**config.mk**
```make
export PLATFORM = sky130hd
export DESIGN_NAME = wmid_ctrl
export DESIGN_NICKNAME = d
export VERILOG_FILES = /design/src/rtl/core/wmid_pkg.sv /design/src/rtl/core/wmid_ctrl.sv
export SDC_FILE = /design/constraint.sdc
export NUM_CORES = 1
export LEC_CHECK = 0
export BUFFER_PORTS_ARGS = -buffer_cell sky130_fd_sc_hd__buf_2
export CORE_AREA = 2 2 39 41
export DETAILED_ROUTE_END_ITERATION = 12
export DIE_AREA = 0 0 41 43
export HOLD_SLACK_MARGIN = 0.03
export MAX_ROUTING_LAYER = met4
export PLACE_DENSITY = 0.59
export SLEW_MARGIN = 20
export SYNTH_ARGS = -nofsm -noshare
export SYNTH_HDL_FRONTEND = slang
export SYNTH_SLANG_ARGS = --single-unit
```
**constraint.sdc**
```tcl
create_clock -name clock -period 1.96 [get_ports clock]
set_input_delay 0.196 -clock clock [delete_from_list [all_inputs] [get_ports clock]]
set_output_delay 0.196 -clock clock [all_outputs]
set_load 0.03 [all_outputs]
```
**src/rtl/core/wmid_pkg.sv**
```systemverilog
// shared types and constants of the windowed motion interval detector
package wmid_pkg;

   // field widths
   localparam int TAG_W  = 16;
   localparam int TIME_W = 32;
   localparam int POS_W  = 24;
   localparam int THR_W  = 24;
   localparam int SQ_W   = 2 * POS_W;
   localparam int SUM_W  = SQ_W + 2;

   // port widths
   localparam int REQ_TDATA_W = 120;
   localparam int REQ_TUSER_W = 1;
   localparam int RSP_TDATA_W = 64;
   localparam int RSP_TUSER_W = 2;
   localparam int CSR_INDEX_W = 2;
   localparam int CSR_DATA_W  = 32;

   // request tdata layout, lowest bit first
   localparam int REQ_TAG_LSB  = 0;
   localparam int REQ_TIME_LSB = REQ_TAG_LSB + TAG_W;
   localparam int REQ_X_LSB    = REQ_TIME_LSB + TIME_W;
   localparam int REQ_Y_LSB    = REQ_X_LSB + POS_W;
   localparam int REQ_Z_LSB    = REQ_Y_LSB + POS_W;

   // request kinds carried in tuser
   localparam logic ACTION_SAMPLE = 1'b0;
   localparam logic ACTION_CLEAR  = 1'b1;

   // register indexes
   localparam logic [CSR_INDEX_W-1:0] CSR_OBJECT_SELECT      = 2'd0;
   localparam logic [CSR_INDEX_W-1:0] CSR_WINDOW_SPAN        = 2'd1;
   localparam logic [CSR_INDEX_W-1:0] CSR_DISTANCE_THRESHOLD = 2'd2;

   localparam logic [TIME_W-1:0] WINDOW_SPAN_RESET = 32'd1000000;

   // controller to datapath
   typedef struct packed {
      logic load;        // latch a matching sample beat
      logic clear;       // empty the window
      logic insert;      // write the sample into the ring
      logic ev_read;     // read the oldest time
      logic evict;       // drop the oldest sample
      logic keep_start;  // hold the oldest time as interval start
      logic scan_init;   // set up the distance scan
      logic scan_issue;  // read one older sample
      logic emit;        // load the result register
   } wmid_cmd_type;

   // datapath to controller
   typedef struct packed {
      logic is_clear;
      logic tag_match;
      logic evict_cond;
      logic count_gt1;
      logic scan_last;
      logic pipe_busy;
      logic hit;
      logic out_free;
   } wmid_sts_type;

   // square of a magnitude
   function automatic logic [SQ_W-1:0] sq_mag(input logic [POS_W-1:0] a);
      return SQ_W'(a) * SQ_W'(a);
   endfunction

   // absolute difference of two signed positions
   function automatic logic [POS_W-1:0] abs_diff(input logic [POS_W-1:0] a,
                                                 input logic [POS_W-1:0] b);
      logic signed [POS_W:0] d;
      logic [POS_W:0] m;
      d = $signed({a[POS_W-1], a}) - $signed({b[POS_W-1], b});
      m = d[POS_W] ? (POS_W+1)'(-d) : (POS_W+1)'(d);
      return m[POS_W-1:0];
   endfunction

endpackage

```
**src/rtl/core/wmid_ctrl.sv**
```systemverilog
// sequencing state machine of the motion interval detector
module wmid_ctrl (
   input  logic                  clock,
   input  logic                  reset,
   input  logic                  req_tvalid,
   output logic                  req_tready,
   input  wmid_pkg::wmid_sts_type sts,
   output wmid_pkg::wmid_cmd_type cmd
);

   localparam logic [2:0] ST_IDLE   = 3'd0;
   localparam logic [2:0] ST_INSERT = 3'd1;
   localparam logic [2:0] ST_EV_RD  = 3'd2;
   localparam logic [2:0] ST_EV_CMP = 3'd3;
   localparam logic [2:0] ST_SCAN   = 3'd4;
   localparam logic [2:0] ST_DRAIN  = 3'd5;
   localparam logic [2:0] ST_DECIDE = 3'd6;

   logic [2:0] state_ff;
   logic [2:0] state_in;

   // next state and commands
   always_comb begin
      state_in   = state_ff;
      cmd        = '0;
      req_tready = 1'b0;
      case (state_ff)
         ST_IDLE: begin
            req_tready = 1'b1;
            if (req_tvalid) begin
               if (sts.is_clear) begin
                  cmd.clear = 1'b1;
               end else if (sts.tag_match) begin
                  cmd.load = 1'b1;
                  state_in = ST_INSERT;
               end
            end
         end
         ST_INSERT: begin
            cmd.insert = 1'b1;
            state_in   = ST_EV_RD;
         end
         ST_EV_RD: begin
            cmd.ev_read = 1'b1;
            state_in    = ST_EV_CMP;
         end
         ST_EV_CMP: begin
            if (sts.evict_cond) begin
               cmd.evict = 1'b1;
               state_in  = ST_EV_RD;
            end else begin
               cmd.keep_start = 1'b1;
               if (sts.count_gt1) begin
                  cmd.scan_init = 1'b1;
                  state_in      = ST_SCAN;
               end else begin
                  state_in = ST_IDLE;
               end
            end
         end
         ST_SCAN: begin
            cmd.scan_issue = 1'b1;
            if (sts.scan_last) begin
               state_in = ST_DRAIN;
            end
         end
         ST_DRAIN: begin
            if (!sts.pipe_busy) begin
               state_in = ST_DECIDE;
            end
         end
         ST_DECIDE: begin
            if (!sts.hit) begin
               state_in = ST_IDLE;
            end else if (sts.out_free) begin
               cmd.emit = 1'b1;
               state_in = ST_IDLE;
            end
         end
         default: begin
            state_in = ST_IDLE;
         end
      endcase
   end

   // state register
   always_ff @(posedge clock) begin
      if (reset) begin
         state_ff <= ST_IDLE;
      end else begin
         state_ff <= state_in;
      end
   end

endmodule

```
-- Word level (Yosys, flattened, before mapping)
Index checks and enable logic that the tools add are counted.
- input port bits: 11
- logic and storage cells: 41
- bits in registers: 3
- memory bits (read-only): 0
- latch bits: 0
- memories kept: 0
- bits in writable memories: 0
- output and inout bits: 10
- reductions and logical operators: 2
- magnitude comparators: 0
- divide/modulo/power cells: 0
- $mul: 0
- bitwise operators: 0
- add/sub/neg operators: 0
- muxes and demuxes: 26
- eq/ne operators: 12
- shifts and indexed selects: 0
- operator list (cell ; number):
    $mux 3 ; 10
    $pmux 3 s7 ; 1
    $mux 1 ; 12
    $ne 2x2->1 const B ; 5
    $eq 3x3->1 const B ; 3
    $eq 3x2->1 const B ; 2
    $mux 2 ; 3
    $reduce_and 6->1 ; 1
    $eq 3x1->1 const B ; 1
    $logic_not 3->1 ; 1
    $ne 3x3->1 const B ; 1

-- Logic depth before layout (Yosys ltp)
- depth in word-level cells: 4
- depth in mapped cells: 5
- mapped depth without buffers: 4

-- Worst setup path before layout
No wires, ideal clock.
- path type: register to output
- start: register state_ff[2]
- end: output port cmd[8] (netlist name)
- arrival: 1520 ps
- required time: 1764 ps
- path buffers: 1
- cell stages (with the launch flop): 3
- path slack: 244 ps
- cell sequence: dfxtp_1 > buf_2 > nor4_1
- RTL lines (element ; line ; text):
    from (decl) ; wmid_ctrl.sv:19 ; logic [2:0] state_ff;
    from (signal assigned) ; wmid_ctrl.sv:91 ; state_ff <= state_in;
    to (decl) ; wmid_ctrl.sv:8 ; output wmid_pkg::wmid_cmd_type cmd

==> impl_metrics.csv <==
group,metric,value,unit
placed_design,place_hpwl,618.5,µm
global_route,grt_overflow_total,0,
global_route,antenna_found_initial,0,
detailed_routing,first_pass_iters,2,
critical_path,reg2reg_to,"state_ff[1]",
layout,multi_input_area,221.5,µm²
detailed_routing,dr.first_iter.drc_count,5,
layout,largest_reg_flops,3,
layout,reg.largest.list,"state_ff x3",
global_route,grt_pass1_wl,1159,µm
outcome,status,"completed",
critical_path,critPathCaptureType,"primary output",
layout,drive_gt1_share,44.26,%
detailed_routing,via_count,355,
clocking,postCtsSetupBuffers,0,
hold_path,hold_depth,2,
detailed_routing,drc,0,
clocking,clkSlewWorstSetupHoldPaths,0.04,ns
power,power.density,514.0,nW/µm²
timing,period_minus_slack,1.803,ns
clocking,cts_buffers,3,
die,die_y,43,µm
clocking,cts_tree,"done",
logic_synthesis,syn_area_per_cell,7.820,µm²
timing,fin_worst_skew,0.001154,ns
hold_path,hold_end,"state_ff[2]",
global_route,grt_max_degree,16,
logic_synthesis,synth_top_area_share,19.20,%
timing,setup_viol,0,
run,maxCapViolCount,0,
hold_path,hold_path.class,"input pin to flop",
logic_synthesis,ys_seq_area_share,19.20,%
clocking,hold_buffers,0,
critical_path,critical_path_required,1.76,ns
logic_synthesis,ys_top_cells_by_area,"dfxtp_1 19%, a21oi_1 8.0%, nor4b_4 7.6%, nand3_1 4.8%, nor3b_1 4.8%",
logic_synthesis,ys_seq_elements,3,
critical_path,reg2reg_from,"state_ff[1]",
logic_synthesis,syn_inst,40,
logic_synthesis,synthDistinctLibCells,27,
timing,grt_setup_unrepaired,"no",
critical_path,worstSetupPathType,"flop to primary output",
die,die_area,1763,µm²
layout,largest_register,"state_ff",
critical_path,regToRegSetupSlack,0.61,ns
detailed_routing,drt-total-wl,814,µm
timing,drv_slew,0,
power,p_leak,0.2004,nW
layout,utilization,31.46,%
timing,finalCritPeriodShare,91.97,%
critical_path,crit_fanout,13,
logic_synthesis,synth_most_common_cell,"a21oi_1",
clocking,clock_latency,0.23,ns
die,die_x,41,µm
layout,antenna_cells,0,
logic_synthesis,async_flop_share,0,%
layout,layout.area.seq,60.06,µm²
die,initial_core_util,22.60,%
die,core-area,1384,µm²
global_route,grt_pass1_vias,314,
timing,finalHoldViolCount,0,
logic_synthesis,synth_area,312.8,µm²
timing,setup_tns,0,ns
clocking,root_buffer,"clkbuf_4",
die,io_pins,21,
power,ir_worst_vdd,174.0,µV
detailed_routing,vias_per_cell,4.610,
global_route,grt_util_all_layers,9.856,%
placed_design,portBuffers,20,
clocking,post_cts_resized,0,
critical_path,crit_arrival,1.61,ns
detailed_routing,ant_nets,0,
hold_path,min_from,"reset",
logic_synthesis,synth_nets,51,
critical_path,r2r_cells,4,
clocking,cts.sinks,3,
layout,syn2layout_area_growth,39.20,%
layout,fillers,159,
detailed_routing,wire_per_inst,10.57,µm
layout,nNetsFinal,73,
logic_synthesis,yosysWarnings,0,
logic_synthesis,synth_common_cells,"5 x a21oi_1, 3 x dfxtp_1, 3 x nand2_1, 3 x nand3_1",
logic_synthesis,synth_area_leader_cell,"dfxtp_1",
logic_synthesis,synth-edff-count,0,
placed_design,gp_congestion,0.7322,
timing,tightest_slew,0.4959,ns
critical_path,worstSetupStartpointType,"flop",
clocking,clockBufferDepth,2,
timing,slew_headroom,66.90,%
clocking,ctsHtreeMaxLevel,1,
timing,fmax,0.5548,GHz
logic_synthesis,synthFlopType,"dfxtp_1",
die,core.rowCount,14,
[per-layer routing]
metal  wire (µm)  vias up  global-route usage [%]
met3          32        0                   1.571
li1            -      187                       -
met2         396        7                   13.75
met1         385      161                   11.82
met4           0        0                   8.000
met5           0        -                       -
[final cells by class]
class	count	area share (%)
clock buffers	4	6.034
inverters	2	1.724
well taps	16	4.598
multi-input cells	32	50.86
flip-flops and latches	3	13.79
repair buffers	20	22.99
[cells in the final DEF (no fill, tap or decap), types with 2 or more instances in the layout]
cell	count
nor3b_1	2
nand2_1	3
clkbuf_4	3
a21oi_1	5
nand3_1	3
dfxtp_1	3
buf_2	20
inv_1	2
nor2_1	2
[worst max-delay path, stage by stage (launching register included)]
cell     delay [ns]
dfxtp_1        0.56
inv_1          0.19
nor4b_4        0.29
nand2_1        0.10
inv_1          0.06
buf_2          0.18
[stage by stage]
step	cell area [µm²]	hold WS [ns]	power, W	std cells	setup WS, ns
after CTS	435.4	0.1448	0.0002324	77	0.1347
after floorplan	312.8	0.2651	0.00009980	40	0.2441
after global routing	435.4	0.1587	0.0002357	77	0.02590
after global placement	409.1	0.4009	0.0001176	73	0.4586
final	435.4	0.1548	0.0002238	77	0.1575
after detailed placement	409.1	0.3961	0.0001177	73	0.3985
[logic make-up after synthesis]
kind of cell / share of synthesized area [%]
DFF: 19.20
and+or+nand+nor: 53.60
buffers and inverters: 10.00
AOI/OAI and AO/OA: 17.20
[report_power, final]
part / total (W) / leakage, nW / internal [W] / switching (W)
registers: 0.0000691 / 0.0243 / 0.0000632 / 0.00000592
clock network: 0.000107 / 0.0150 / 0.0000762 / 0.0000307
logic: 0.0000478 / 0.161 / 0.0000212 / 0.0000266
total: 0.000224 / 0.200 / 0.000161 / 0.0000633
[worst max-delay path by stage]
stage / from / endpoint / slack [ns] / depth (start not counted)
final: state_ff[1] / cmd[2] / 0.16 / 5
after floorplan: state_ff[2] / cmd[8] / 0.24 / 2
after CTS: state_ff[1] / cmd[2] / 0.13 / 5
after global placement: state_ff[1] / cmd[2] / 0.46 / 5
after detailed placement: state_ff[1] / cmd[2] / 0.40 / 5
after global routing: state_ff[1] / cmd[2] / 0.03 / 5
(Power assumes the default switching activity.)
